===== config.mk =====
export PLATFORM = sky130hd
export DESIGN_NAME = translated_block_address_map
export DESIGN_NICKNAME = d
export VERILOG_FILES = /design/src/tbam_pkg.sv /design/src/tbam_regs.sv /design/src/tbam_ctrl.sv /design/src/tbam_dp.sv /design/src/translated_block_address_map.sv
export SDC_FILE = /design/constraint.sdc
export NUM_CORES = 2
export LEC_CHECK = 0
export ABC_AREA = 1
export ABC_CLOCK_PERIOD_IN_PS = 21600
export BUFFER_PORTS_ARGS = -buffer_cell sky130_fd_sc_hd__buf_4
export CAP_MARGIN = 10
export CELL_PAD_IN_SITES_DETAIL_PLACEMENT = 1
export CELL_PAD_IN_SITES_GLOBAL_PLACEMENT = 2
export CORE_MARGIN = 2
export CORE_UTILIZATION = 45
export DETAILED_ROUTE_END_ITERATION = 6
export GPL_ROUTABILITY_DRIVEN = 0
export PLACE_DENSITY = 0.85
export SLEW_MARGIN = 10
export SYNTH_ARGS = -nofsm -noshare
export SYNTH_HDL_FRONTEND = slang
export SYNTH_HIERARCHICAL = 1
export SYNTH_SLANG_ARGS = --single-unit

===== constraint.sdc =====
create_clock -name clk -period 21.6 [get_ports clk]
set_input_delay 0 -clock clk [delete_from_list [all_inputs] [get_ports clk]]
set_output_delay 0 -clock clk [all_outputs]
set_load 0.01 [all_outputs]

===== src/tbam_pkg.sv =====
// Shared types and constants for the translated block address map.
// Used by the register block, the controller, the datapath and the top level.
// Depends on nothing else.
package tbam_pkg;

  // Table geometry and derived widths.
  localparam int TABLE_DEPTH = 256;
  localparam int IDX_W = $clog2(TABLE_DEPTH);
  localparam int CNT_W = $clog2(TABLE_DEPTH + 1);
  localparam int GS_W = $clog2(TABLE_DEPTH * 15 + 1);
  localparam int NS_W = $clog2(TABLE_DEPTH * 60 + 1);

  // Field widths and special values.
  localparam int ADDR_W = 64;
  localparam int GLEN_W = 16;
  localparam int GIDX_W = 10;
  localparam int PADDR_W = 5;
  localparam int PDATA_W = 64;
  localparam logic [3:0] CONT_CODE = 4'd15;
  localparam int NATIVE_INSN_BYTES = 4;
  localparam int NATIVE_SHIFT = $clog2(NATIVE_INSN_BYTES);
  localparam int GIDX_SAT = 511;

  // Item functions.
  typedef enum logic [1:0] {
    FUNC_LOAD = 2'd0,
    FUNC_N2G  = 2'd1,
    FUNC_G2I  = 2'd2,
    FUNC_NONE = 2'd3
  } func_t;

  // Register indexes on the configuration port.
  typedef enum logic [1:0] {
    REG_GUEST_BASE   = 2'd0,
    REG_NATIVE_BASE  = 2'd1,
    REG_NATIVE_LIMIT = 2'd2,
    REG_GUEST_LENGTH = 2'd3
  } reg_idx_t;

  // Controller states.
  typedef enum logic [2:0] {
    ST_IDLE,
    ST_CHECK,
    ST_WALK,
    ST_CMP,
    ST_FINISH
  } state_t;

  // Configuration values as seen by the datapath.
  typedef struct packed {
    logic [ADDR_W-1:0] guest_base;
    logic [ADDR_W-1:0] native_base;
    logic [ADDR_W-1:0] native_limit;
    logic [GLEN_W-1:0] guest_length;
  } cfg_t;

  // Commands from the controller to the datapath.
  typedef struct packed {
    logic capture;
    logic check;
    logic walk_start;
    logic walk_step;
    logic cmp_step;
    logic finish;
  } cmd_t;

  // Status from the datapath to the controller.
  typedef struct packed {
    logic query_ok;
    logic group_end;
    logic walk_done;
    logic out_free;
  } sts_t;

endpackage


===== src/tbam_regs.sv =====
// Configuration registers of the translated block address map on an APB-style port.
// Depends on tbam_pkg.
module tbam_regs (
  input  logic                          clk,
  input  logic                          rst_n,
  input  logic                          psel,
  input  logic                          penable,
  input  logic                          pwrite,
  input  logic [tbam_pkg::PADDR_W-1:0]  paddr,
  input  logic [tbam_pkg::PDATA_W-1:0]  pwdata,
  output logic [tbam_pkg::PDATA_W-1:0]  prdata,
  output logic                          pready,
  output tbam_pkg::cfg_t                cfg
);
  import tbam_pkg::*;

  logic [ADDR_W-1:0] guest_base_r;
  logic [ADDR_W-1:0] native_base_r;
  logic [ADDR_W-1:0] native_limit_r;
  logic [GLEN_W-1:0] guest_length_r;
  logic              wr_en;
  reg_idx_t          reg_idx;

  // Registers sit on 8-byte boundaries; the low address bits are ignored.
  assign reg_idx = reg_idx_t'(paddr[4:3]);
  assign wr_en = psel && penable && pwrite;
  assign pready = 1'b1;

  // Register writes.
  always_ff @(posedge clk) begin
    if (!rst_n) begin
      guest_base_r   <= '0;
      native_base_r  <= '0;
      native_limit_r <= '0;
      guest_length_r <= '0;
    end else if (wr_en) begin
      unique case (reg_idx)
        REG_GUEST_BASE:   guest_base_r   <= pwdata;
        REG_NATIVE_BASE:  native_base_r  <= pwdata;
        REG_NATIVE_LIMIT: native_limit_r <= pwdata;
        REG_GUEST_LENGTH: guest_length_r <= pwdata[GLEN_W-1:0];
        default: ;
      endcase
    end
  end

  // Read-back mux.
  always_comb begin
    unique case (reg_idx)
      REG_GUEST_BASE:   prdata = guest_base_r;
      REG_NATIVE_BASE:  prdata = native_base_r;
      REG_NATIVE_LIMIT: prdata = native_limit_r;
      REG_GUEST_LENGTH: prdata = PDATA_W'(guest_length_r);
      default:          prdata = '0;
    endcase
  end

  assign cfg.guest_base   = guest_base_r;
  assign cfg.native_base  = native_base_r;
  assign cfg.native_limit = native_limit_r;
  assign cfg.guest_length = guest_length_r;

endmodule


===== src/tbam_ctrl.sv =====
// Controller state machine for the translated block address map.
// Sequences capture, range check, table walk and result hand-off. Depends on tbam_pkg.
module tbam_ctrl (
  input  logic           clk,
  input  logic           rst_n,
  input  logic           in_valid,
  output logic           in_stall,
  input  tbam_pkg::sts_t sts,
  output tbam_pkg::cmd_t cmd
);
  import tbam_pkg::*;

  state_t state_r;
  state_t state_nxt;

  // State register.
  always_ff @(posedge clk) begin
    if (!rst_n) begin
      state_r <= ST_IDLE;
    end else begin
      state_r <= state_nxt;
    end
  end

  // Next state and commands.
  always_comb begin
    state_nxt = state_r;
    cmd = '0;
    in_stall = 1'b1;
    unique case (state_r)
      ST_IDLE: begin
        in_stall = 1'b0;
        if (in_valid) begin
          cmd.capture = 1'b1;
          state_nxt = ST_CHECK;
        end
      end
      ST_CHECK: begin
        cmd.check = 1'b1;
        if (sts.query_ok) begin
          cmd.walk_start = 1'b1;
          state_nxt = ST_WALK;
        end else begin
          state_nxt = ST_FINISH;
        end
      end
      ST_WALK: begin
        cmd.walk_step = 1'b1;
        if (sts.group_end) begin
          state_nxt = ST_CMP;
        end
      end
      ST_CMP: begin
        cmd.cmp_step = 1'b1;
        if (sts.walk_done) begin
          state_nxt = ST_FINISH;
        end else begin
          state_nxt = ST_WALK;
        end
      end
      ST_FINISH: begin
        if (sts.out_free) begin
          cmd.finish = 1'b1;
          state_nxt = ST_IDLE;
        end
      end
      default: state_nxt = ST_IDLE;
    endcase
  end

endmodule


===== src/tbam_dp.sv =====
// Datapath of the translated block address map: size table memory, walk
// accumulators, range checks and the output register. Depends on tbam_pkg.
module tbam_dp (
  input  logic                           clk,
  input  logic                           rst_n,
  input  tbam_pkg::cfg_t                 cfg,
  input  tbam_pkg::cmd_t                 cmd,
  output tbam_pkg::sts_t                 sts,
  input  logic [1:0]                     in_func,
  input  logic [7:0]                     in_entry_slot,
  input  logic [3:0]                     in_entry_guest_len,
  input  logic [3:0]                     in_entry_native_count,
  input  logic [tbam_pkg::ADDR_W-1:0]    in_query_addr,
  output logic                           out_valid,
  input  logic                           out_stall,
  output logic [tbam_pkg::ADDR_W-1:0]    out_guest_addr,
  output logic signed [tbam_pkg::GIDX_W-1:0] out_group_index,
  output logic                           out_out_of_range
);
  import tbam_pkg::*;

  // Size table: guest length in the low nibble, native count in the high nibble.
  logic [7:0]        mem [TABLE_DEPTH];
  logic [7:0]        mem_q_r;
  logic [IDX_W-1:0]  rd_addr;
  logic [31:0]       slot_ext;
  logic              load_en;

  // Captured item.
  func_t             func_r;
  logic [ADDR_W-1:0] q_r;

  // Walk state.
  logic [ADDR_W-1:0] g_r;
  logic [ADDR_W-1:0] n_r;
  logic [CNT_W-1:0]  cnt_r;
  logic [GS_W-1:0]   gs_r;
  logic [NS_W-1:0]   ns_r;
  logic [IDX_W:0]    i_r;

  // Result and output registers.
  logic [ADDR_W-1:0] res_gaddr_r;
  logic [GIDX_W-1:0] res_idx_r;
  logic              res_oor_r;
  logic              out_valid_r;
  logic [ADDR_W-1:0] out_gaddr_r;
  logic [GIDX_W-1:0] out_idx_r;
  logic              out_oor_r;

  // Combinational helpers.
  logic              by_guest;
  logic              oor;
  logic [ADDR_W-1:0] guest_top;
  logic [3:0]        ent_gl;
  logic [3:0]        ent_nc;
  logic              ent_more;
  logic              last_entry;
  logic              table_end;
  logic [ADDR_W-1:0] cmp_base;
  logic [ADDR_W-1:0] cmp_end;
  logic              hit;
  logic              term;
  logic [ADDR_W-1:0] g_adv;
  logic [ADDR_W-1:0] n_adv;
  logic [CNT_W-1:0]  cnt_inc;
  logic [GIDX_W-1:0] idx_hit;
  logic [GIDX_W-1:0] idx_term;

  // Table write on an accepted load beat.
  assign slot_ext = 32'(in_entry_slot);
  assign load_en = cmd.capture && (func_t'(in_func) == FUNC_LOAD) &&
                   (slot_ext < 32'(TABLE_DEPTH));

  // Read address: the walk streams one entry per cycle, and the compare
  // step rereads the first entry of the next group.
  always_comb begin
    if (cmd.walk_start) begin
      rd_addr = '0;
    end else if (cmd.walk_step) begin
      rd_addr = IDX_W'(i_r + (IDX_W+1)'(1));
    end else begin
      rd_addr = i_r[IDX_W-1:0];
    end
  end

  always_ff @(posedge clk) begin
    if (load_en) begin
      mem[slot_ext[IDX_W-1:0]] <= {in_entry_native_count, in_entry_guest_len};
    end
    mem_q_r <= mem[rd_addr];
  end

  // Range check on the captured query.
  assign by_guest  = (func_r == FUNC_G2I);
  assign guest_top = cfg.guest_base + ADDR_W'(cfg.guest_length);
  always_comb begin
    unique case (func_r)
      FUNC_N2G: oor = (q_r < cfg.native_base) || (q_r > cfg.native_limit);
      FUNC_G2I: oor = (q_r < cfg.guest_base) || (q_r > guest_top);
      default:  oor = 1'b0;
    endcase
  end
  assign sts.query_ok = ((func_r == FUNC_N2G) || (func_r == FUNC_G2I)) && !oor;

  // One table entry per walk step.
  assign ent_gl     = mem_q_r[3:0];
  assign ent_nc     = mem_q_r[7:4];
  assign ent_more   = (ent_gl == CONT_CODE) || (ent_nc == CONT_CODE);
  assign last_entry = (i_r == (IDX_W+1)'(TABLE_DEPTH - 1));
  assign sts.group_end = !ent_more || last_entry;

  // Group compare against the address window of the closed group.
  assign table_end = (i_r == (IDX_W+1)'(TABLE_DEPTH));
  assign cmp_base  = by_guest ? g_r : n_r;
  assign cmp_end   = by_guest ? (g_r + ADDR_W'(gs_r)) : (n_r + ADDR_W'(ns_r));
  assign hit       = (q_r >= cmp_base) && (q_r < cmp_end);
  assign term      = table_end || (mem_q_r == 8'd0);
  assign sts.walk_done = hit || term;
  assign g_adv     = g_r + ADDR_W'(gs_r);
  assign n_adv     = n_r + ADDR_W'(ns_r);
  assign cnt_inc   = cnt_r + CNT_W'(1);
  assign idx_hit   = (32'(cnt_r) > 32'(GIDX_SAT)) ? GIDX_W'(GIDX_SAT) : GIDX_W'(cnt_r);
  assign idx_term  = (32'(cnt_inc) > 32'(GIDX_SAT)) ? GIDX_W'(GIDX_SAT) : GIDX_W'(cnt_inc);

  // Captured item, walk registers and result registers.
  always_ff @(posedge clk) begin
    if (cmd.capture) begin
      func_r <= func_t'(in_func);
      q_r    <= in_query_addr;
    end
    if (cmd.check) begin
      res_gaddr_r <= '0;
      res_idx_r   <= (by_guest && oor) ? '1 : '0;
      res_oor_r   <= oor;
    end
    if (cmd.walk_start) begin
      g_r   <= cfg.guest_base;
      n_r   <= cfg.native_base;
      cnt_r <= '0;
      gs_r  <= '0;
      ns_r  <= '0;
      i_r   <= '0;
    end else if (cmd.walk_step) begin
      gs_r <= gs_r + GS_W'(ent_gl);
      ns_r <= ns_r + (NS_W'(ent_nc) << NATIVE_SHIFT);
      i_r  <= i_r + (IDX_W+1)'(1);
    end else if (cmd.cmp_step) begin
      if (hit) begin
        if (by_guest) begin
          res_idx_r <= idx_hit;
        end else begin
          res_gaddr_r <= g_r;
        end
      end else begin
        g_r   <= g_adv;
        n_r   <= n_adv;
        cnt_r <= cnt_inc;
        gs_r  <= '0;
        ns_r  <= '0;
        if (term) begin
          if (by_guest) begin
            res_idx_r <= idx_term;
          end else begin
            res_gaddr_r <= g_adv;
          end
        end
      end
    end
  end

  // Output register: holds a finished beat until the sink takes it.
  assign sts.out_free = !out_valid_r || !out_stall;

  always_ff @(posedge clk) begin
    if (!rst_n) begin
      out_valid_r <= 1'b0;
    end else if (cmd.finish) begin
      out_valid_r <= 1'b1;
    end else if (out_valid_r && !out_stall) begin
      out_valid_r <= 1'b0;
    end
  end

  always_ff @(posedge clk) begin
    if (cmd.finish) begin
      out_gaddr_r <= res_gaddr_r;
      out_idx_r   <= res_idx_r;
      out_oor_r   <= res_oor_r;
    end
  end

  assign out_valid        = out_valid_r;
  assign out_guest_addr   = out_gaddr_r;
  assign out_group_index  = $signed(out_idx_r);
  assign out_out_of_range = out_oor_r;

endmodule


===== src/translated_block_address_map.sv =====
// A load or unknown function goes through check and finish states to output valid; a query
// in range also walks the table group by group, one size-table read per cycle, comparing each group.
// Throughput: one item at a time; the next beat is accepted once the result is in the
// output register, which holds it while the sink stalls.
// Reset: synchronous active-low rst_n clears the controller, output valid and the
// configuration registers; the size table is not cleared and must be loaded before use.
module translated_block_address_map (
  input  logic                               clk,
  input  logic                               rst_n,
  input  logic                               in_valid,
  output logic                               in_stall,
  input  logic [1:0]                         in_func,
  input  logic [7:0]                         in_entry_slot,
  input  logic [3:0]                         in_entry_guest_len,
  input  logic [3:0]                         in_entry_native_count,
  input  logic [tbam_pkg::ADDR_W-1:0]        in_query_addr,
  output logic                               out_valid,
  input  logic                               out_stall,
  output logic [tbam_pkg::ADDR_W-1:0]        out_guest_addr,
  output logic signed [tbam_pkg::GIDX_W-1:0] out_group_index,
  output logic                               out_out_of_range,
  input  logic                               psel,
  input  logic                               penable,
  input  logic                               pwrite,
  input  logic [tbam_pkg::PADDR_W-1:0]       paddr,
  input  logic [tbam_pkg::PDATA_W-1:0]       pwdata,
  output logic [tbam_pkg::PDATA_W-1:0]       prdata,
  output logic                               pready
);
  import tbam_pkg::*;

  cfg_t cfg;
  cmd_t cmd;
  sts_t sts;

  // Configuration registers.
  tbam_regs u_regs (
    .clk     (clk),
    .rst_n   (rst_n),
    .psel    (psel),
    .penable (penable),
    .pwrite  (pwrite),
    .paddr   (paddr),
    .pwdata  (pwdata),
    .prdata  (prdata),
    .pready  (pready),
    .cfg     (cfg)
  );

  // Sequencer.
  tbam_ctrl u_ctrl (
    .clk      (clk),
    .rst_n    (rst_n),
    .in_valid (in_valid),
    .in_stall (in_stall),
    .sts      (sts),
    .cmd      (cmd)
  );

  // Table, walk arithmetic and output register.
  tbam_dp u_dp (
    .clk                   (clk),
    .rst_n                 (rst_n),
    .cfg                   (cfg),
    .cmd                   (cmd),
    .sts                   (sts),
    .in_func               (in_func),
    .in_entry_slot         (in_entry_slot),
    .in_entry_guest_len    (in_entry_guest_len),
    .in_entry_native_count (in_entry_native_count),
    .in_query_addr         (in_query_addr),
    .out_valid             (out_valid),
    .out_stall             (out_stall),
    .out_guest_addr        (out_guest_addr),
    .out_group_index       (out_group_index),
    .out_out_of_range      (out_out_of_range)
  );

endmodule

==> out/qor.txt <==
CTS tree = built
Grt ovf = 0
Wire per inst = 27.77 µm
Fin crit period = 11,080 ps
Final ANT Viol Nets = 0
First-pass GRT wire length = 681,100 µm
WS Path Type = flop to flop
GRT Overall Usage = 0.3195
Rows = 195
Peak supply drop = 0.1171 mV
Critical path endpoint category = flop
Unrepaired setup endpoints after global routing = false
Crit-path max FO = 153
Mux cell area share after synthesis = 0.001103
Post-route cell area = 144,200 µm²
Sequential area share after synthesis = 0.6008
Failing checks = DRC
Worst stage delay on the critical path = 900 ps
Nets = 13,430
Hpwl dp = 307,200 µm
Critical path startpoint category = flop
Initial Util = 0.4512
Die ar. = 286,600 µm²
Initial DRC Count = 8,786
#FFs+latches synth = 2,654
Final setup margin = 10,520 ps
Post-synth EDFFs = 2,318
CTS resizes = 0
HP Class = input pin to flop
Final setup fails = 0
Final hold viol count = 0
Post-Syn Nets = 13,160
Fraction of the mapped netlist area in adder cells = 0.04347
CTS Buf Count = 298
Placed cells = 16,020
Slew @ Worst Pin = 1245 ps
WP data arrival = 11,930 ps
Synth Warn # = 6
CP delay by family, top = simple AND/OR/NAND/NOR gates
R2r setup slk = 10,520 ps
Number of global-route vias before repair = 103,000
Slew Limit Fails = 0
Ports = 300
Max Buffers Root-to-Sink = 4
Crit-path slowest cell = buf_4
Max Cap Viol = 0
Overall routed net length = 467,200 µm
Sink Count = 2,654
PD cells = 107.0 nW/µm²
DR vias/cell = 5.934
Synth Area in Simple Gates = 0.1947
Leakage = 50.18 nW
Synth unique cells = 55
Mapped cell area = 127,000 µm²
Async set or reset register ratio after synthesis = 0
Largest net degree at the start of global routing = 223
Largest family of logic cells by synthesized area = simple AND/OR/NAND/NOR gates
DRC Markers = 2
Post-place setup slack = 10,480 ps
Post-route insts no fill = 16,830
Worst Path Buf+Inv = 7
Total Neg Setup Slack = 0 ps
Worst slew margin = 0.1703
Clock transition at path regs = 60 ps
Commonest non-fill, non-tap cells in the layout = nand2_1, edfxtp_1, nor2_1
Port Buf Inserts = 295
First-pass iteration count of the detailed router = 7
Width of the die = 535.4 µm
Most used cell, CP = nand2_1
Die Ht = 535.4 µm
Post-DP Area = 132,000 µm²
# H-tree levels = 5
Worst EP required = 22,450 ps
CTS Root Buffer Type = clkbuf_16
Area growth syn-to-layout = 13.47%
Final period util = 0.5130
Synth Area in Compound Gates = 0.1005
Initial antenna violation count = 12
Via count = 99,840
Layout cell share with drive strength beyond 1 = 0.07779
Xor and xnor area share after synthesis = 0.01227
Post-Synthesis Cells = 12,560
Status = complete, but fails checks
Fmax = 90.25 MHz
Core area = 281,600 µm²
Commonest non-fill, non-tap cell in the layout = nand2_1
Synth Flop Type = edfxtp_1
Clock skew = 48.96 ps
Fin util = 0.5120
Syn Area/Cell = 10.11 µm²
Worst skew pair latency = 930 ps
area by class of cell:
| type | instances | area (µm²) |
|---|---|---|
| Antenna cell | 8 | 20.02 |
| Clock buffer | 378 | 7930 |
| Clock inverter | 165 | 1672 |
| Fill cell | 30650 | 137400 |
| Inverter | 716 | 2736 |
| Multi-Input combinational cell | 8473 | 44830 |
| Sequential cell | 2654 | 76330 |
| Tap cell | 3743 | 4683 |
| Timing Repair Buffer | 688 | 5956 |
final timing paths:
| path | to | from | depth (start not counted) |
|---|---|---|---|
| worst max-delay path | u_dp/mem_q_r[5] | u_regs/guest_base_r[0] | 46 |
| worst min-delay path | u_regs/guest_length_r[9] | pwdata[9] | 6 |
| worst min register to register | u_dp/out_guest_addr[16] | u_dp/res_gaddr_r[16] | 0 |
| worst max register to register | u_dp/mem_q_r[5] | u_regs/guest_base_r[0] | 46 |
state kept, by name, indices dropped and copies added (netlist names), 2 cells and up:
name and cells:
u_ctrl/state_r 3, u_dp/cnt_r 9, u_dp/func_r 2, u_dp/g_r 64, u_dp/gs_r 12, u_dp/i_r 9, u_dp/mem 2048, u_dp/mem_q_r 8
u_dp/n_r 64, u_dp/ns_r 12, u_dp/out_group_index 10, u_dp/out_guest_addr 64, u_dp/q_r 64, u_dp/res_gaddr_r 64, u_dp/res_idx_r 10, u_regs/guest_base_r 64
u_regs/guest_length_r 16, u_regs/native_base_r 64, u_regs/native_limit_r 64
metal layers:
metal  vias to the layer above  wire length (µm)  share of wire  global-route usage
met5                         -                65        0.00014                   0
met3                      1135             25990          0.056             0.03789
met2                      3614            228800           0.49              0.5453
met4                        10             36310          0.078              0.2162
li1                      44710                 -              -                   -
met1                     50370            176100           0.38              0.3788
stage by stage:
stage / power (mW) / hold WS [ps]
global route: 16.07 / 75.55
global placement: 10.17 / 180.3
detailed placement: 10.37 / 179.3
finish: 15.42 / 56.54
floorplan: 8.779 / 97.63
CTS: 15.46 / 0.7814
Yosys cell counts (25+ instances only):
master,number,area share
a21oi_1,329,0.013
a31oi_1,31,0.0015
buf_1,53,0.0016
buf_2,256,0.010
buf_6,26,0.0023
clkbuf_1,363,0.011
dfxtp_1,336,0.053
edfxtp_1,2318,0.55
ha_1,435,0.043
inv_1,701,0.021
nand2_1,2387,0.071
nand3_1,1196,0.047
nand4_1,103,0.0051
nor2_1,1438,0.042
nor3_1,108,0.0043
nor4_1,43,0.0021
o211ai_1,782,0.046
o21ai_0,832,0.033
o21ai_1,42,0.0017
o21bai_1,26,0.0015
o22ai_1,25,0.0012
or2_0,118,0.0058
or2_1,189,0.0093
or2_2,108,0.0053
xnor2_1,35,0.0024
xor2_1,143,0.0099
worst register-to-register path: cells and delay by family (launching register included):
kind	cells	cell delay (ps)
buffers and inverters	7	3410
adders and majority gates	3	880
AOI/OAI and AO/OA	2	490
DFF	1	430
xor gates and xnor gates	1	160
and+or+nand+nor	33	5670
power by group:
part | total, mW | internal, mW | switching [mW]
Sequential | 5.89 | 5.71 | 0.181
Combinational | 4.49 | 1.28 | 3.20
Clock | 5.04 | 2.85 | 2.20
kinds of logic after synthesis:
family,count (synthesis)
AND/OR/NAND/NOR,5733
flip-flops,2654
AO/OA/AOI/OAI,2108
buffers and inverters,1435
adder cells (fa/ha/maj),439
XOR/XNOR,178
multiplexers,14
other,1
timing repair:
action | in CTS | in global routing
setup endpoints to repair | 0 | 0
setup buffers | 0 | 0
hold buffers | 258 | 0
hold endpoints to repair | 1116 | 0
Power figures use the tool's default switching activity.
